File: src/hw/rtl/fcrc_pkg.sv
// Shared types, constants and the byte-wide CRC-32 step for the trailer inserter.
`default_nettype none

package fcrc_pkg;

	localparam int unsigned POS_W = 17;
	localparam logic [POS_W-1:0] POS_MAX = '1;

	localparam logic [POS_W-1:0] HEADER_BYTES     = 17'd16;
	localparam logic [POS_W-1:0] SIZE_FIELD_START = 17'd12;
	localparam logic [POS_W-1:0] SIZE_FIELD_LAST  = 17'd15;

	localparam logic [31:0] MIN_PAYLOAD_BYTES = 32'd8;
	localparam logic [31:0] MAX_PAYLOAD_BYTES = 32'd65536;

	// Offsets from P that bound the CRC span, the trailer and the final byte.
	localparam logic [POS_W-1:0] CRC_SPAN_END  = 17'd8;
	localparam logic [POS_W-1:0] TRAILER_END   = 17'd12;
	localparam logic [POS_W-1:0] LAST_BYTE_OFS = 17'd15;

	localparam logic [31:0] CRC_POLY = 32'hEDB8_8320;
	localparam logic [31:0] CRC_INIT = 32'hFFFF_FFFF;

	// Trailer byte order: most significant CRC byte first.
	localparam logic [1:0] TRL_B3 = 2'd0;
	localparam logic [1:0] TRL_B2 = 2'd1;
	localparam logic [1:0] TRL_B1 = 2'd2;

	typedef struct packed {
		logic       emit;
		logic [7:0] data;
		logic       last;
		logic       err;
	} fcrc_res_t;

	typedef struct packed {
		logic span_done;
		logic size_bad;
		logic at_start;
	} fcrc_stat_t;

	// Reflected CRC-32, one byte, unrolled over its eight bits.
	function automatic logic [31:0] crc_byte(input logic [31:0] c_in, input logic [7:0] b);
		logic [31:0] c;
		c = c_in ^ {24'd0, b};
		for (int k = 0; k < 8; k++) begin
			c = c[0] ? ((c >> 1) ^ CRC_POLY) : (c >> 1);
		end
		return c;
	endfunction

endpackage

`default_nettype wire

File: src/hw/rtl/fcrc_frame_ctl.sv
// Frame position tracking, size check, CRC accumulation and trailer substitution.
`default_nettype none

module fcrc_frame_ctl
	import fcrc_pkg::*;
(
	input  wire logic       clk,
	input  wire logic       arst_n,
	input  wire logic       advance,   // beat in this cycle is consumed
	input  wire logic [7:0] beat_byte,
	input  wire logic       beat_last,
	output fcrc_res_t       res,
	output fcrc_stat_t      stat
);

	logic [POS_W-1:0] pos_q, pos_n;
	logic [31:0]      size_q, size_n;
	logic [31:0]      crc_q, crc_n, crc_upd, crc_inv;
	logic             bad_q, bad_n;
	logic             done_q, done_n;

	logic [POS_W-1:0] p, p_crc_end, p_trl_end, p_last;
	logic [POS_W-1:0] trl_ofs;
	logic             in_header;

	assign p         = size_q[POS_W-1:0];
	assign p_crc_end = p + CRC_SPAN_END;
	assign p_trl_end = p + TRAILER_END;
	assign p_last    = p + LAST_BYTE_OFS;
	assign trl_ofs   = pos_q - p_crc_end;
	assign in_header = pos_q < HEADER_BYTES;
	assign crc_upd   = crc_byte(crc_q, beat_byte);
	assign crc_inv   = ~crc_q;

	always_comb begin
		res.emit = !done_q;
		res.data = beat_byte;
		res.last = 1'b0;
		res.err  = 1'b0;
		size_n   = size_q;
		crc_n    = crc_q;
		bad_n    = bad_q;
		done_n   = done_q;
		pos_n    = (pos_q != POS_MAX) ? pos_q + 1'b1 : pos_q;

		if (done_q) begin
			pos_n = pos_q;
		end else if (in_header) begin
			if (pos_q >= SIZE_FIELD_START) begin
				size_n = {size_q[23:0], beat_byte};
			end
			crc_n = crc_upd;
			if (pos_q == SIZE_FIELD_LAST) begin
				bad_n   = (size_n < MIN_PAYLOAD_BYTES) || (size_n > MAX_PAYLOAD_BYTES);
				res.err = bad_n;
			end
		end else if (bad_q) begin
			res.err = 1'b1;
		end else if (pos_q < p_crc_end) begin
			crc_n = crc_upd;
		end else if (pos_q < p_trl_end) begin
			case (trl_ofs[1:0])
				TRL_B3:  res.data = crc_inv[31:24];
				TRL_B2:  res.data = crc_inv[23:16];
				TRL_B1:  res.data = crc_inv[15:8];
				default: res.data = crc_inv[7:0];
			endcase
		end else if (pos_q == p_last) begin
			res.last = 1'b1;
			done_n   = 1'b1;
		end

		// frame_end restarts the block for the next frame
		if (beat_last) begin
			res.last = 1'b1;
			pos_n    = '0;
			size_n   = '0;
			crc_n    = CRC_INIT;
			bad_n    = 1'b0;
			done_n   = 1'b0;
		end
	end

	always_ff @(posedge clk or negedge arst_n) begin
		if (!arst_n) begin
			pos_q  <= '0;
			size_q <= '0;
			crc_q  <= CRC_INIT;
			bad_q  <= 1'b0;
			done_q <= 1'b0;
		end else if (advance) begin
			pos_q  <= pos_n;
			size_q <= size_n;
			crc_q  <= crc_n;
			bad_q  <= bad_n;
			done_q <= done_n;
		end
	end

	assign stat.span_done = done_q;
	assign stat.size_bad  = bad_q;
	assign stat.at_start  = (pos_q == '0);

endmodule

`default_nettype wire

File: src/hw/rtl/frame_crc32_trailer_inserter_core.sv
// Top level: frame CRC-32 trailer inserter with input and result registers.
`default_nettype none

//  channel | dir | tdata (low bit up) | tlast     | tuser
//  s_*     | in  | in_byte[7:0]       | frame_end | -
//  m_*     | out | out_byte[7:0]      | out_last  | length_error
//
//  One beat per cycle sustained while m_tready stays high.
//  Input beats land in the _s1 register, the CRC/trailer logic between the
//  stages is combinational, and the result lands in the _s2 output register.
//  Beats dropped after byte P+15 retire from _s1 without touching _s2.
//  A stalled m_ side holds _s2; _s1 still loads while _s2 waits, so s_tready
//  drops only when both stages are full. arst_n clears all frame state.

module frame_crc32_trailer_inserter_core
	import fcrc_pkg::*;
(
	input  wire logic       clk,
	input  wire logic       arst_n,
	input  wire logic       s_tvalid,
	output      logic       s_tready,
	input  wire logic [7:0] s_tdata,   // [7:0] in_byte
	input  wire logic       s_tlast,   // frame_end
	output      logic       m_tvalid,
	input  wire logic       m_tready,
	output      logic [7:0] m_tdata,   // [7:0] out_byte
	output      logic       m_tlast,   // out_last
	output      logic       m_tuser    // [0] length_error
);

	// input stage
	logic       beat_valid_s1;
	logic [7:0] beat_byte_s1;
	logic       beat_last_s1;

	// result stage
	logic       out_valid_s2;
	logic [7:0] out_byte_s2;
	logic       out_last_s2;
	logic       out_err_s2;

	fcrc_res_t  res;
	fcrc_stat_t stat;
	logic       out_free;
	logic       consume;

	assign out_free = !out_valid_s2 || m_tready;
	// a beat that yields no result retires even while the output waits
	assign consume  = beat_valid_s1 && (!res.emit || out_free);
	assign s_tready = !beat_valid_s1 || consume;

	always_ff @(posedge clk or negedge arst_n) begin
		if (!arst_n) begin
			beat_valid_s1 <= 1'b0;
		end else if (s_tready) begin
			beat_valid_s1 <= s_tvalid;
		end
	end

	always_ff @(posedge clk) begin
		if (s_tready && s_tvalid) begin
			beat_byte_s1 <= s_tdata;
			beat_last_s1 <= s_tlast;
		end
	end

	fcrc_frame_ctl u_ctl (
		.clk       (clk),
		.arst_n    (arst_n),
		.advance   (consume),
		.beat_byte (beat_byte_s1),
		.beat_last (beat_last_s1),
		.res       (res),
		.stat      (stat)
	);

	always_ff @(posedge clk or negedge arst_n) begin
		if (!arst_n) begin
			out_valid_s2 <= 1'b0;
		end else if (consume && res.emit) begin
			out_valid_s2 <= 1'b1;
		end else if (m_tready) begin
			out_valid_s2 <= 1'b0;
		end
	end

	always_ff @(posedge clk) begin
		if (consume && res.emit) begin
			out_byte_s2 <= res.data;
			out_last_s2 <= res.last;
			out_err_s2  <= res.err;
		end
	end

	assign m_tvalid = out_valid_s2;
	assign m_tdata  = out_byte_s2;
	assign m_tlast  = out_last_s2;
	assign m_tuser  = out_err_s2;

	// An empty input stage always takes a beat.
	a_s1_empty_ready: assert property (@(posedge clk) disable iff (!arst_n)
		!beat_valid_s1 |-> s_tready)
		else $error("input stage empty but s_tready low");

	// The span can only close on a frame whose size passed the check.
	a_done_implies_good: assert property (@(posedge clk) disable iff (!arst_n)
		stat.span_done |-> !stat.size_bad)
		else $error("span closed on a bad-size frame");

	// frame_end returns the position counter to the frame start.
	a_restart: assert property (@(posedge clk) disable iff (!arst_n)
		consume && beat_last_s1 |=> stat.at_start)
		else $error("frame_end did not restart the frame");

	// A produced result is presented on the next cycle.
	a_emit_shows: assert property (@(posedge clk) disable iff (!arst_n)
		consume && res.emit |=> m_tvalid)
		else $error("result lost between stages");

endmodule

`default_nettype wire
File: config.mk
export PLATFORM = sky130hd
export DESIGN_NAME = frame_crc32_trailer_inserter_core
export DESIGN_NICKNAME = d
export VERILOG_FILES = /design/src/hw/rtl/fcrc_pkg.sv /design/src/hw/rtl/fcrc_frame_ctl.sv /design/src/hw/rtl/frame_crc32_trailer_inserter_core.sv
export SDC_FILE = /design/constraint.sdc
export NUM_CORES = 1
export LEC_CHECK = 0
export ABC_CLOCK_PERIOD_IN_PS = 5100
export BUFFER_PORTS_ARGS = -buffer_cell sky130_fd_sc_hd__buf_2
export CORE_MARGIN = 2
export CORE_UTILIZATION = 50
export DETAILED_ROUTE_END_ITERATION = 8
export MAX_ROUTING_LAYER = met4
export PLACE_DENSITY = 0.77
export REMOVE_ABC_BUFFERS = 1
export SLEW_MARGIN = 20
export SYNTH_ARGS = -nofsm -noshare
export SYNTH_HDL_FRONTEND = slang
export SYNTH_SLANG_ARGS = --single-unit
File: constraint.sdc
create_clock -name clk -period 5.1 [get_ports clk]
set_clock_uncertainty 0.15 [all_clocks]
set_input_delay 0.51 -clock clk [delete_from_list [all_inputs] [get_ports clk]]
set_output_delay 0.51 -clock clk [all_outputs]
set_load 0.005 [all_outputs]
==> impl_results.html, run 1 <==
<table>
<tr><th>Metric</th><th>Value</th></tr>
<tr><th colspan="2">Run status</th></tr>
<tr><td>Result of the run</td><td>completed</td></tr>
<tr><th colspan="2">Floorplanning</th></tr>
<tr><td>Number of top-level pins</td><td>25</td></tr>
<tr><td>Height of the chip</td><td>118 um</td></tr>
<tr><td>DIE AREA</td><td>14000 um2</td></tr>
<tr><td>Initial Util</td><td>51.5%</td></tr>
<tr><td>Total number of placement rows</td><td>41</td></tr>
<tr><td>Die span in x</td><td>118 um</td></tr>
<tr><td>Core Region</td><td>12700 um2</td></tr>
<tr><th colspan="2">Yosys</th></tr>
<tr><td>Post-synthesis cell area</td><td>6550 um2</td></tr>
<tr><td>Warning count from the yosys run</td><td>0</td></tr>
<tr><td>Number of flops mapped to enable cells by yosys</td><td>19</td></tr>
<tr><td>Biggest area contributors in the synthesized netlist</td><td>dfrtp_1, dfstp_2, xnor2_1</td></tr>
<tr><td>Sequential cell area fraction in the yosys report</td><td>38.7%</td></tr>
<tr><td>Share of the synthesized area in the top cell type</td><td>17.2%</td></tr>
<tr><td>Largest area contributor in the netlist</td><td>dfrtp_1</td></tr>
<tr><td>Mapped Avg Cell Area</td><td>9.90 um2</td></tr>
<tr><td>Share of flip-flops with an asynchronous set or reset after synthesis</td><td>80.2%</td></tr>
<tr><td>Post-synth top flop</td><td>dfrtp_1</td></tr>
<tr><td>Post-synthesis cell type count</td><td>55</td></tr>
<tr><td>Post-synthesis sequential element count</td><td>96</td></tr>
<tr><td>Post-Syn Instances</td><td>662</td></tr>
<tr><th colspan="2">Power</th></tr>
<tr><td>Combinational group share of total power</td><td>44.9%</td></tr>
<tr><td>Static leakage power</td><td>2.82 nW</td></tr>
<tr><td>Sw power</td><td>1.22 mW</td></tr>
<tr><td>Final Power</td><td>3.27 mW</td></tr>
<tr><td>Switching share of total power</td><td>37.1%</td></tr>
<tr><td>Power share of the sequential group</td><td>34.8%</td></tr>
<tr><td>VDD IR-drop max</td><td>419 uV</td></tr>
<tr><td>P_int</td><td>2.06 mW</td></tr>
<tr><td>Power share of the clock group</td><td>20.3%</td></tr>
<tr><td>Pwr dens</td><td>461 nW/um2</td></tr>
<tr><th colspan="2">STA</th></tr>
<tr><td>Number of failing hold endpoints at the final stage</td><td>0</td></tr>
<tr><td>Worst hold slack</td><td>0.173 ns</td></tr>
<tr><td>Slew at the pin with the worst max-slew slack</td><td>1.01 ns</td></tr>
<tr><td>Number of max-slew violations in the final report</td><td>0</td></tr>
<tr><td>Final worst-path cycle share</td><td>87.2%</td></tr>
<tr><td>Slew headroom</td><td>32.5%</td></tr>
<tr><td>Crit path time final</td><td>4.45 ns</td></tr>
<tr><td>Setup slack after layout</td><td>0.651 ns</td></tr>
<tr><td>Setup repair after global routing missed its margin</td><td>no</td></tr>
<tr><td>Finish-stage setup viols</td><td>0</td></tr>
<tr><td>Final sum of negative setup slack</td><td>0 ns</td></tr>
<tr><td>Fmax achieved</td><td>225 MHz</td></tr>
<tr><th colspan="2">Global routing</th></tr>
<tr><td>Via count of the first global-routing pass</td><td>4912</td></tr>
<tr><td>Largest net degree at the start of global routing</td><td>78</td></tr>
<tr><td>Number of antenna violations at the first check in global routing</td><td>0</td></tr>
<tr><td>Aggregate global-route resource usage</td><td>23.5%</td></tr>
<tr><td>First-pass GRT wire length</td><td>25.4 mm</td></tr>
<tr><td>Global route overflow</td><td>0</td></tr>
<tr><th colspan="2">Clock tree</th></tr>
<tr><td>Worst-path clk slew</td><td>0.07 ns</td></tr>
<tr><td>Clock latency reported for the late side of the worst-skew pair</td><td>0.36 ns</td></tr>
<tr><td>Clock tree from TritonCTS</td><td>done</td></tr>
<tr><td>Max H-tree Level</td><td>3</td></tr>
<tr><td>Root buffer cell</td><td>clkbuf_16</td></tr>
<tr><td>Number of CTS-inserted buffers</td><td>9</td></tr>
<tr><td>Clock sinks</td><td>96</td></tr>
<tr><td>Number of buffers on the longest clock path</td><td>2</td></tr>
<tr><td>Number of buffers inserted by post-CTS setup repair</td><td>0</td></tr>
<tr><th colspan="2">Placement</th></tr>
<tr><td>Dpl cells</td><td>823</td></tr>
<tr><td>Placement-stage worst setup slack</td><td>0.672 ns</td></tr>
<tr><td>Placed standard-cell area</td><td>6770 um2</td></tr>
<tr><td>Final weighted congestion of routability-driven global placement</td><td>0.933</td></tr>
<tr><td>Detailed-placement wirelength estimate</td><td>11.2 mm</td></tr>
<tr><td>Number of port buffers</td><td>24</td></tr>
<tr><th colspan="2">Setup path</th></tr>
<tr><td>Critical Path End Type</td><td>flop</td></tr>
<tr><td>Kind of start point of the critical path</td><td>flop</td></tr>
<tr><td>Arr. time, crit path</td><td>4.37 ns</td></tr>
<tr><td>Critical Path Fanout Max</td><td>10</td></tr>
<tr><td>Critical path type</td><td>flop to flop</td></tr>
<tr><td>Cell depth of the worst flop-to-flop path</td><td>13</td></tr>
<tr><td>Worst endpoint required time</td><td>5.02 ns</td></tr>
<tr><th colspan="2">Routing</th></tr>
<tr><td>Iter 0 DRT Violations</td><td>352</td></tr>
<tr><td>First drt pass iteration count</td><td>5</td></tr>
<tr><td>Via count normalized by instance count</td><td>5.93</td></tr>
<tr><td>Routed wire length per instance</td><td>18.3 um</td></tr>
<tr><td>Final Routed Wirelength</td><td>15.4 mm</td></tr>
<tr><td>Via count</td><td>4989</td></tr>
<tr><td>Antenna-violating nets left</td><td>0</td></tr>
<tr><td>Detailed-route DRC error count</td><td>0</td></tr>
<tr><th colspan="2">Cells and area</th></tr>
<tr><td>Final instance area</td><td>7100 um2</td></tr>
<tr><td>Count of nets after finishing</td><td>717</td></tr>
<tr><td>Number of antenna diodes</td><td>0</td></tr>
<tr><td>Final core utilization</td><td>55.8%</td></tr>
<tr><td>Layout cells sized above 1</td><td>14.6%</td></tr>
<tr><td>Layout area overhead</td><td>8.42%</td></tr>
<tr><td>Post-route insts no fill</td><td>841</td></tr>
<tr><th colspan="2">Hold path</th></tr>
<tr><td>Count of cells along the worst hold path</td><td>1</td></tr>
<tr><td>Type of the most critical hold path</td><td>input port to flop</td></tr>
<tr><th colspan="2">Run</th></tr>
<tr><td>Maximum Capacitance Violations</td><td>0</td></tr>
</table>
==> cell families (layout without fill, tap and decap cells) <==
family / Yosys count / in the layout / synth area share (%)
simple gates: 204 / 204 / 15.5
xor+xnor: 125 / 125 / 17.2
compound gates: 121 / 121 / 13.2
flops: 96 / 96 / 38.7
buf+inv: 58 / 65 / 3.46
fa+ha+maj: 40 / 40 / 7.64
mux: 18 / 18 / 4.30
==> cells in the final DEF, fill, tap and decap left out, types with 23 or more instances in the layout <==
| master | count |
|---|---|
| xnor2_1 | 75 |
| a22o_1 | 26 |
| a21oi_1 | 33 |
| xor2_1 | 46 |
| dfrtp_1 | 45 |
| nor3_1 | 32 |
| ha_1 | 40 |
| nor2_1 | 57 |
| buf_2 | 23 |
| nand2_1 | 32 |
| dfstp_2 | 32 |
==> cells in the mapped netlist (all sizes together), types with 2 or more instances <==
cell type	instances
nand4	16
o21a	2
a31o	2
ha	40
dfrtp	45
nand2b	8
nor2	57
or2	4
a2bb2oi	14
a2111oi	3
dfstp	32
o31ai	2
and2	3
or3	7
nor3	33
a21o	6
xor2	46
a22o	26
mux4	8
a211oi	4
clkbuf	25
nor2b	6
nand2	32
a31oi	4
nand3	19
nor4	9
buf	14
o21bai	3
nor4b	2
mux2i	9
and3	5
a21oi	33
edfxtp	19
xnor2	79
o21ai	14
inv	19
==> final timing paths <==
check | from | endpoint | slack [ns]
min in group asynchronous | arst_n | u_ctl.pos_q[11]$_DFFE_PN0P_ | 0.42
worst max-delay path | u_ctl.size_q[4]$_DFFE_PN0P_ | m_tdata[4]$_DFFE_PP_ | 0.65
max in group asynchronous | arst_n | u_ctl.crc_q[13]$_DFFE_PN1P_ | 3.76
worst min-delay path | s_tdata[6] | beat_byte_s1[6]$_DFFE_PP_ | 0.17
worst max register to register | u_ctl.size_q[4]$_DFFE_PN0P_ | m_tdata[4]$_DFFE_PP_ | 0.65
worst min register to register | u_ctl.size_q[23]$_DFFE_PN0P_ | u_ctl.size_q[23]$_DFFE_PN0P_ | 0.36
==> worst max-delay path, stage by stage, from the launching register on <==
cell	delay (ns)
dfrtp_1	0.56
ha_1	0.31
a21oi_1	0.10
or2_2	0.33
nor2_1	0.17
and3_1	0.21
xnor2_1	0.14
ha_1	0.26
o21ai_0	0.17
o21bai_1	0.10
or3_1	0.38
a221o_1	0.44
nor4_4	0.67
mux2i_1	0.18
==> metal layers <==
| metal | track usage, % | vias up | wire length [um] |
|---|---|---|---|
| met5 | - | - | 0 |
| met4 | 9.00 | 0 | 426 |
| met3 | 4.39 | 33 | 616 |
| met2 | 38.1 | 103 | 7550 |
| met1 | 29.4 | 2476 | 6820 |
| li1 | - | 2377 | - |
==> state kept, by name, indices dropped and copies added (netlist names), 8 cells and up <==
name          flops
m_tdata           8
u_ctl.pos_q      17
u_ctl.crc_q      32
beat_byte_s1      8
u_ctl.size_q     24
==> power groups by stage <==
stage	registers [mW]	logic [mW]	clock network (mW)
final	1.14	1.47	0.665
after global routing	1.16	1.61	0.709
after CTS	1.14	1.47	0.681
after detailed placement	1.15	1.45	0
after global placement	1.14	1.42	0
after floorplan	1.11	1.21	0
==> cell type report <==
cell class	instances	area (um2)
Multi-Input combinational cell	508	3800
Fill cell	1140	5620
Clock inverter	5	38.8
Inverter	19	71.3
Clock buffer	11	254
Sequential cell	96	2540
Timing Repair Buffer	30	190
Tap cell	172	215
==> timing repair <==
action / CTS / global route
resized for setup: 0 / 0
hold buffers: 0 / 1
endpoints found under the hold margin: 0 / 17
setup endpoints to repair: 0 / 0
No activity file was read; power rests on OpenSTA's default activity.
==> run 2, diff against run 1 <==
--- a/config.mk
+++ b/config.mk
@@ -5,7 +5,7 @@
 export SDC_FILE = /design/constraint.sdc
 export NUM_CORES = 1
 export LEC_CHECK = 0
-export ABC_CLOCK_PERIOD_IN_PS = 5100
+export ABC_CLOCK_PERIOD_IN_PS = 4600
 export BUFFER_PORTS_ARGS = -buffer_cell sky130_fd_sc_hd__buf_2
 export CORE_MARGIN = 2
 export CORE_UTILIZATION = 50
==> constraint.sdc (replaced) <==
create_clock -name clk -period 4.6 [get_ports clk]
set_clock_uncertainty 0.15 [all_clocks]
set_input_delay 0.46 -clock clk [delete_from_list [all_inputs] [get_ports clk]]
set_output_delay 0.46 -clock clk [all_outputs]
set_load 0.005 [all_outputs]
==> run 2 against run 1 <==
  * Critical endpoint is now m_tdata[0]$_DFFE_PP_
  * Largest power group unchanged
  * Critical path type unchanged
  * Core utilization is 0.20 points higher
  * Largest cell class unchanged
  * Critical path depth did not move
  * Clock power increased by 14%
  * Via count increased by 0.74%
  * Sequential share of layout area is 0.13 points lower
  * Fmax rose by 5.9%
  * Routed wire length grew 1.2%
  * Cell count increased by 0.59%
==> impl_results.html, run 2 (same netlist as run 1, synthesis figures left out) <==
<table>
<tr><th>Metric</th><th>Value</th></tr>
<tr><th colspan="2">STA</th></tr>
<tr><td>Slew headroom</td><td>29.8%</td></tr>
<tr><td>Finish-stage setup viols</td><td>0</td></tr>
<tr><td>Final worst-path cycle share</td><td>91.3%</td></tr>
<tr><td>Worst hold slack</td><td>0.0961 ns</td></tr>
<tr><td>Number of failing hold endpoints at the final stage</td><td>0</td></tr>
<tr><td>Crit path time final</td><td>4.20 ns</td></tr>
<tr><td>Slew at the pin with the worst max-slew slack</td><td>1.05 ns</td></tr>
<tr><td>Setup repair after global routing missed its margin</td><td>no</td></tr>
<tr><td>Final sum of negative setup slack</td><td>0 ns</td></tr>
<tr><td>Number of max-slew violations in the final report</td><td>0</td></tr>
<tr><td>Fmax achieved</td><td>238 MHz</td></tr>
<tr><th colspan="2">Setup path</th></tr>
<tr><td>Critical path type</td><td>flop to flop</td></tr>
<tr><td>Worst r2r src</td><td>u_ctl.size_q[3]$_DFFE_PN0P_</td></tr>
<tr><td>Worst endpoint required time</td><td>4.64 ns</td></tr>
<tr><td>Flop-to-flop setup slack</td><td>0.40 ns</td></tr>
<tr><td>Cell depth of the worst flop-to-flop path</td><td>13</td></tr>
<tr><td>Critical Path End Type</td><td>flop</td></tr>
<tr><td>Worst flop-to-flop path endpoint</td><td>m_tdata[0]$_DFFE_PP_</td></tr>
<tr><td>Kind of start point of the critical path</td><td>flop</td></tr>
<tr><td>Critical Path Fanout Max</td><td>9</td></tr>
<tr><td>Arr. time, crit path</td><td>4.25 ns</td></tr>
<tr><th colspan="2">Cells and area</th></tr>
<tr><td>Fill cell count</td><td>1131</td></tr>
<tr><td>Area taken by flip-flops and latches</td><td>2540 um2</td></tr>
<tr><td>Layout area overhead</td><td>8.80%</td></tr>
<tr><td>Number of antenna diodes</td><td>0</td></tr>
<tr><td>Count of nets after finishing</td><td>722</td></tr>
<tr><td>Most frequent cells in the layout</td><td>xnor2_1, nor2_1, xor2_1, dfrtp_1, ha_1</td></tr>
<tr><td>Post-route insts no fill</td><td>846</td></tr>
<tr><td>Largest register by flop count</td><td>u_ctl.crc_q</td></tr>
<tr><td>Max reg flops</td><td>32</td></tr>
<tr><td>Area of the multi-input gates</td><td>3800 um2</td></tr>
<tr><td>Layout cells sized above 1</td><td>15.6%</td></tr>
<tr><td>Registers with the highest flip-flop counts</td><td>u_ctl.crc_q x32, u_ctl.size_q x24, u_ctl.pos_q x17</td></tr>
<tr><td>Commonest non-fill, non-tap cell in the layout</td><td>xnor2_1</td></tr>
<tr><th colspan="2">Global routing</th></tr>
<tr><td>Global route overflow</td><td>0</td></tr>
<tr><td>Via count of the first global-routing pass</td><td>5088</td></tr>
<tr><td>Aggregate global-route resource usage</td><td>24.0%</td></tr>
<tr><td>Largest net degree at the start of global routing</td><td>78</td></tr>
<tr><td>First-pass GRT wire length</td><td>26.1 mm</td></tr>
<tr><td>Number of antenna violations at the first check in global routing</td><td>0</td></tr>
<tr><th colspan="2">Power</th></tr>
<tr><td>Sw power</td><td>1.37 mW</td></tr>
<tr><td>P_int</td><td>2.31 mW</td></tr>
<tr><td>Static leakage power</td><td>2.84 nW</td></tr>
<tr><td>VDD IR-drop max</td><td>710 uV</td></tr>
<tr><td>Combinational group share of total power</td><td>44.9%</td></tr>
<tr><td>Power share of the clock group</td><td>20.7%</td></tr>
<tr><td>Switching share of total power</td><td>37.1%</td></tr>
<tr><td>Final Power</td><td>3.68 mW</td></tr>
<tr><td>Pwr dens</td><td>516 nW/um2</td></tr>
<tr><td>Power share of the sequential group</td><td>34.4%</td></tr>
<tr><th colspan="2">Clock tree</th></tr>
<tr><td>Post-cts gate resize count</td><td>0</td></tr>
<tr><td>Number of buffers on the longest clock path</td><td>2</td></tr>
<tr><td>Clock latency reported for the late side of the worst-skew pair</td><td>0.35 ns</td></tr>
<tr><td>Number of CTS-inserted buffers</td><td>9</td></tr>
<tr><td>Number of buffers inserted by post-CTS setup repair</td><td>0</td></tr>
<tr><td>Number of hold buffers added after cts</td><td>0</td></tr>
<tr><td>Clock sinks</td><td>96</td></tr>
<tr><td>Worst-path clk slew</td><td>0.07 ns</td></tr>
<tr><td>Max H-tree Level</td><td>3</td></tr>
<tr><td>Root buffer cell</td><td>clkbuf_16</td></tr>
<tr><td>Clock tree from TritonCTS</td><td>done</td></tr>
<tr><th colspan="2">Routing</th></tr>
<tr><td>First drt pass iteration count</td><td>5</td></tr>
<tr><td>Via count</td><td>5026</td></tr>
<tr><td>Detailed-route DRC error count</td><td>0</td></tr>
<tr><td>Iter 0 DRT Violations</td><td>227</td></tr>
<tr><td>Routed wire length per instance</td><td>18.4 um</td></tr>
<tr><td>Antenna-violating nets left</td><td>0</td></tr>
<tr><td>Final Routed Wirelength</td><td>15.6 mm</td></tr>
<tr><td>Via count normalized by instance count</td><td>5.94</td></tr>
<tr><th colspan="2">Floorplanning</th></tr>
<tr><td>Height of the chip</td><td>118 um</td></tr>
<tr><td>Initial Util</td><td>51.5%</td></tr>
<tr><td>Die span in x</td><td>118 um</td></tr>
<tr><td>Core Region</td><td>12700 um2</td></tr>
<tr><td>Number of top-level pins</td><td>25</td></tr>
<tr><td>Total number of placement rows</td><td>41</td></tr>
<tr><td>DIE AREA</td><td>14000 um2</td></tr>
<tr><th colspan="2">Hold path</th></tr>
<tr><td>Type of the most critical hold path</td><td>input port to async pin</td></tr>
<tr><th colspan="2">Run status</th></tr>
<tr><td>Result of the run</td><td>completed</td></tr>
<tr><th colspan="2">Run</th></tr>
<tr><td>Maximum Capacitance Violations</td><td>0</td></tr>
<tr><th colspan="2">Placement</th></tr>
<tr><td>Dpl cells</td><td>830</td></tr>
<tr><td>Detailed-placement wirelength estimate</td><td>11.4 mm</td></tr>
<tr><td>Final weighted congestion of routability-driven global placement</td><td>0.954</td></tr>
<tr><td>Number of port buffers</td><td>24</td></tr>
</table>
run 2: per-layer routing:
metal  vias to the layer above  global-route usage, %  share of wire [%]
li1                       2387                      -                  -
met1                      2465                   29.3                 42
met2                       137                   39.3                 50
met3                        37                   4.30                5.0
met4                         0                   9.82                2.6
met5                         -                      -                  0
run 2: area by class of cell:
cell class                      count  share of cell area [%]
Clock inverter                      7                    1.09
Tap cell                          172                    3.02
Timing Repair Buffer               35                    2.88
Clock buffer                        9                    3.16
Multi-Input combinational cell    508                    53.3
Sequential cell                    96                    35.6
Inverter                           19                    1.00
run 2: worst max-delay path by stage:
stage                                      from                    to  slack, ns
floorplan           u_ctl.size_q[3]$_DFFE_PN0P_  m_tdata[0]$_DFFE_PP_       0.74
global placement    u_ctl.size_q[2]$_DFFE_PN0P_  m_tdata[1]$_DFFE_PP_       0.48
CTS                 u_ctl.size_q[3]$_DFFE_PN0P_  m_tdata[0]$_DFFE_PP_       0.39
detailed placement  u_ctl.size_q[3]$_DFFE_PN0P_  m_tdata[3]$_DFFE_PP_       0.44
finish              u_ctl.size_q[3]$_DFFE_PN0P_  m_tdata[0]$_DFFE_PP_       0.40
global route        u_ctl.size_q[3]$_DFFE_PN0P_  m_tdata[0]$_DFFE_PP_       0.09
run 2: power by group through the flow:
stage               combinational (mW)  clock [mW]  sequential, mW
floorplan                         1.34           0            1.23
global placement                  1.59           0            1.26
detailed placement                1.63           0            1.28
CTS                               1.65       0.776            1.26
global route                      1.82       0.806            1.29
finish                            1.65       0.760            1.27
run 2: through the flow:
step                      utilization (%)  cell area [um2]  setup slack [ns]
after floorplan                         -             6400             0.736
after global placement               53.6             6820             0.484
after detailed placement             53.6             6820             0.440
after CTS                            56.0             7120             0.394
after global routing                 56.0             7130            0.0894
final                                56.0             7130             0.398
run 2: critical path, cell delays in order (launching register included):
cell	delay, ns
dfrtp_1	0.51
inv_1	0.17
ha_1	0.32
nor3_1	0.58
nand3_1	0.17
xnor2_1	0.19
ha_1	0.26
o21ai_0	0.08
o21bai_1	0.10
or3_1	0.38
a221o_1	0.44
nor4_4	0.23
buf_4	0.24
mux2i_1	0.22
==> run 3, diff against run 2 <==
--- a/config.mk
+++ b/config.mk
@@ -5,15 +5,16 @@
 export SDC_FILE = /design/constraint.sdc
 export NUM_CORES = 1
 export LEC_CHECK = 0
+export ABC_AREA = 1
 export ABC_CLOCK_PERIOD_IN_PS = 4600
 export BUFFER_PORTS_ARGS = -buffer_cell sky130_fd_sc_hd__buf_2
 export CORE_MARGIN = 2
 export CORE_UTILIZATION = 50
 export DETAILED_ROUTE_END_ITERATION = 8
 export MAX_ROUTING_LAYER = met4
-export PLACE_DENSITY = 0.77
+export PLACE_DENSITY = 0.76
 export REMOVE_ABC_BUFFERS = 1
-export SLEW_MARGIN = 20
+export SLEW_MARGIN = 10
 export SYNTH_ARGS = -nofsm -noshare
 export SYNTH_HDL_FRONTEND = slang
 export SYNTH_SLANG_ARGS = --single-unit
==> run 3 against run 2 <==
  * Clock power is 13% higher
  * Cell count grew 53%
  * Via count up 42%
  * Hold slack worse by 0.026 ns
  * Routed wire length grew 39%
  * Critical path type unchanged
  * Largest cell class unchanged
==> impl_results.html, run 3 <==
<table>
<tr><th>Metric</th><th>Value</th></tr>
<tr><th colspan="2">STA</th></tr>
<tr><td>Number of failing hold endpoints at the final stage</td><td>0</td></tr>
<tr><td>Crit path time final</td><td>3.64 ns</td></tr>
<tr><td>Number of max-slew violations in the final report</td><td>0</td></tr>
<tr><td>Fmax achieved</td><td>275 MHz</td></tr>
<tr><td>Slew at the pin with the worst max-slew slack</td><td>0.964 ns</td></tr>
<tr><td>Finish-stage setup viols</td><td>0</td></tr>
<tr><td>Final worst-path cycle share</td><td>79.2%</td></tr>
<tr><td>Setup repair after global routing missed its margin</td><td>no</td></tr>
<tr><td>Slew headroom</td><td>35.5%</td></tr>
<tr><td>Final sum of negative setup slack</td><td>0 ns</td></tr>
<tr><th colspan="2">Global routing</th></tr>
<tr><td>Via count of the first global-routing pass</td><td>6916</td></tr>
<tr><td>Global route overflow</td><td>0</td></tr>
<tr><td>First-pass GRT wire length</td><td>35.7 mm</td></tr>
<tr><td>Largest net degree at the start of global routing</td><td>65</td></tr>
<tr><td>Aggregate global-route resource usage</td><td>27.8%</td></tr>
<tr><td>Number of antenna violations at the first check in global routing</td><td>0</td></tr>
<tr><th colspan="2">Setup path</th></tr>
<tr><td>Kind of cell with the highest combined delay on the critical path</td><td>simple AND/OR/NAND/NOR gates</td></tr>
<tr><td>Worst r2r src</td><td>u_ctl.size_q[7]$_DFFE_PN0P_</td></tr>
<tr><td>Critical path type</td><td>flop to flop</td></tr>
<tr><td>Total buffers and inverters traversed by the critical path</td><td>2</td></tr>
<tr><td>Critical Path End Type</td><td>flop</td></tr>
<tr><td>Worst endpoint required time</td><td>4.72 ns</td></tr>
<tr><td>Standard cell with the maximum stage delay on the critical path</td><td>dfrtp_1</td></tr>
<tr><td>Arr. time, crit path</td><td>3.77 ns</td></tr>
<tr><td>Kind of start point of the critical path</td><td>flop</td></tr>
<tr><td>Critical Path Fanout Max</td><td>63</td></tr>
<tr><td>Cell depth of the worst flop-to-flop path</td><td>16</td></tr>
<tr><td>Crit-path cells</td><td>nand2_2 &gt; nor2_2 &gt; inv_1 &gt; nor2_2 &gt; nand2_1 &gt; xor2_1 &gt; ha_1 &gt; nand2_1 &gt; inv_1 &gt; o21ai_0 &gt; nand2_1 &gt; nor2_1 &gt; nand4_1 &gt; nand2_4 &gt; o21ai_0 &gt; o21ai_0</td></tr>
<tr><td>Worst flop-to-flop path endpoint</td><td>u_ctl.crc_q[31]$_DFFE_PN1P_</td></tr>
<tr><td>Slowest Stage Delay on Critical Path</td><td>0.59 ns</td></tr>
<tr><td>Flop-to-flop setup slack</td><td>0.96 ns</td></tr>
<tr><th colspan="2">Clock tree</th></tr>
<tr><td>Max H-tree Level</td><td>3</td></tr>
<tr><td>Root buffer cell</td><td>clkbuf_16</td></tr>
<tr><td>Post-cts gate resize count</td><td>0</td></tr>
<tr><td>Number of buffers inserted by post-CTS setup repair</td><td>0</td></tr>
<tr><td>Number of CTS-inserted buffers</td><td>9</td></tr>
<tr><td>Clock latency reported for the late side of the worst-skew pair</td><td>0.36 ns</td></tr>
<tr><td>Clock tree from TritonCTS</td><td>done</td></tr>
<tr><td>Number of buffers on the longest clock path</td><td>2</td></tr>
<tr><td>Worst-path clk slew</td><td>0.08 ns</td></tr>
<tr><td>Number of hold buffers added after cts</td><td>0</td></tr>
<tr><td>Clock sinks</td><td>104</td></tr>
<tr><th colspan="2">Placement</th></tr>
<tr><td>Detailed-placement wirelength estimate</td><td>16.1 mm</td></tr>
<tr><td>Dpl cells</td><td>1275</td></tr>
<tr><td>Number of port buffers</td><td>24</td></tr>
<tr><td>Placed standard-cell area</td><td>8250 um2</td></tr>
<tr><td>Final weighted congestion of routability-driven global placement</td><td>1.02</td></tr>
<tr><th colspan="2">Yosys</th></tr>
<tr><td>Post-synthesis cell type count</td><td>54</td></tr>
<tr><td>Biggest area contributors in the synthesized netlist</td><td>dfrtp_1, nand2_1, dfstp_2</td></tr>
<tr><td>Post-Syn Instances</td><td>1060</td></tr>
<tr><td>Share of flip-flops with an asynchronous set or reset after synthesis</td><td>81.7%</td></tr>
<tr><td>Post-synthesis sequential element count</td><td>104</td></tr>
<tr><td>Post-synth top flop</td><td>dfrtp_1</td></tr>
<tr><td>Warning count from the yosys run</td><td>0</td></tr>
<tr><td>Post-synthesis cell area</td><td>8000 um2</td></tr>
<tr><td>Mapped Avg Cell Area</td><td>7.55 um2</td></tr>
<tr><td>Most frequently used cell type in the post-synthesis netlist</td><td>nand2_1</td></tr>
<tr><td>Most common library cells after synthesis</td><td>nand2_1, inv_1, nor2_1</td></tr>
<tr><td>Share of the synthesized area in the top cell type</td><td>16.6%</td></tr>
<tr><td>Sequential cell area fraction in the yosys report</td><td>34.2%</td></tr>
<tr><td>Largest area contributor in the netlist</td><td>dfrtp_1</td></tr>
<tr><td>Number of flops mapped to enable cells by yosys</td><td>19</td></tr>
<tr><th colspan="2">Cells and area</th></tr>
<tr><td>Post-route insts no fill</td><td>1291</td></tr>
<tr><td>Layout cells sized above 1</td><td>14.6%</td></tr>
<tr><td>Commonest non-fill, non-tap cell in the layout</td><td>nand2_1</td></tr>
<tr><td>Registers with the highest flip-flop counts</td><td>u_ctl.crc_q x32, u_ctl.size_q x32, u_ctl.pos_q x17</td></tr>
<tr><td>Final instance area</td><td>8580 um2</td></tr>
<tr><td>Most frequent cells in the layout</td><td>nand2_1, inv_1, nor2_1, o21ai_0, xor2_1</td></tr>
<tr><td>Number of antenna diodes</td><td>0</td></tr>
<tr><td>Layout area overhead</td><td>7.24%</td></tr>
<tr><td>Count of nets after finishing</td><td>1123</td></tr>
<tr><th colspan="2">Power</th></tr>
<tr><td>Pwr dens</td><td>463 nW/um2</td></tr>
<tr><td>Static leakage power</td><td>4.05 nW</td></tr>
<tr><td>Final Power</td><td>3.97 mW</td></tr>
<tr><td>VDD IR-drop max</td><td>553 uV</td></tr>
<tr><th colspan="2">Floorplanning</th></tr>
<tr><td>Number of top-level pins</td><td>25</td></tr>
<tr><td>Die span in x</td><td>131 um</td></tr>
<tr><td>DIE AREA</td><td>17000 um2</td></tr>
<tr><td>Height of the chip</td><td>131 um</td></tr>
<tr><td>Core Region</td><td>15800 um2</td></tr>
<tr><td>Total number of placement rows</td><td>46</td></tr>
<tr><td>Initial Util</td><td>50.7%</td></tr>
<tr><th colspan="2">Routing</th></tr>
<tr><td>Routed wire length per instance</td><td>16.8 um</td></tr>
<tr><td>First drt pass iteration count</td><td>5</td></tr>
<tr><td>Iter 0 DRT Violations</td><td>700</td></tr>
<tr><td>Final Routed Wirelength</td><td>21.7 mm</td></tr>
<tr><td>Detailed-route DRC error count</td><td>0</td></tr>
<tr><td>Via count</td><td>7137</td></tr>
<tr><td>Antenna-violating nets left</td><td>0</td></tr>
<tr><td>Via count normalized by instance count</td><td>5.53</td></tr>
<tr><th colspan="2">Run status</th></tr>
<tr><td>Result of the run</td><td>completed</td></tr>
<tr><th colspan="2">Run</th></tr>
<tr><td>Maximum Capacitance Violations</td><td>0</td></tr>
<tr><th colspan="2">Hold path</th></tr>
<tr><td>Type of the most critical hold path</td><td>input port to async pin</td></tr>
</table>
## run 3: routing by layer
metal | GRT usage, % | share of wire, %
met1 | 35.5 | 44
met2 | 44.3 | 48
met3 | 4.85 | 5.3
met4 | 10.8 | 3.1
met5 | - | 0
## run 3: layout make-up
cell class              instances  area [um2]
clock buffers                  11         275
clock inverters                 5        58.8
fillers                      1493        7190
inverters                     129         484
multi-input cells             796        4590
flip-flops and latches        104        2740
well taps                     216         270
repair buffers                 30         168
## run 3: logic make-up (layout without fill, tap and decap cells)
kind of cell,Yosys count,in the layout,share of synthesized area [%]
XOR/XNOR,89,89,10.8
flip-flops,104,104,34.2
adder cells (fa/ha/maj),40,40,6.25
AND/OR/NAND/NOR,468,468,25.5
buffers and inverters,160,175,8.46
AO/OA/AOI/OAI,199,199,14.8
## run 3: worst max path at each step
| stage | cells after the start | end | startpoint |
|---|---|---|---|
| floorplan | 15 | m_tdata[0]$_DFFE_PP_ | u_ctl.size_q[3]$_DFFE_PN0P_ |
| global placement | 16 | m_tdata[1]$_DFFE_PP_ | u_ctl.size_q[3]$_DFFE_PN0P_ |
| detailed placement | 16 | m_tdata[1]$_DFFE_PP_ | u_ctl.size_q[3]$_DFFE_PN0P_ |
| CTS | 16 | m_tdata[1]$_DFFE_PP_ | u_ctl.size_q[3]$_DFFE_PN0P_ |
| global route | 16 | u_ctl.crc_q[27]$_DFFE_PN1P_ | u_ctl.size_q[7]$_DFFE_PN0P_ |
| finish | 16 | u_ctl.crc_q[31]$_DFFE_PN1P_ | u_ctl.size_q[7]$_DFFE_PN0P_ |
## run 3: per-stage QoR
| step | utilization (%) | hold slack, ns | setup slack, ns |
|---|---|---|---|
| after floorplan | - | 0.0144 | 1.45 |
| after detailed placement | 52.3 | 0.324 | 1.10 |
| after global placement | 52.3 | 0.318 | 1.12 |
| after global routing | 54.4 | 0.112 | 0.693 |
| after CTS | 54.4 | 0.0882 | 1.05 |
| final | 54.4 | 0.0703 | 0.958 |
## run 3: report_power, final
| group | total, mW | internal [mW] | switching [mW] |
|---|---|---|---|
| Sequential | 1.35 | 1.21 | 0.134 |
| Clock | 0.858 | 0.490 | 0.367 |
| Combinational | 1.77 | 0.644 | 1.12 |
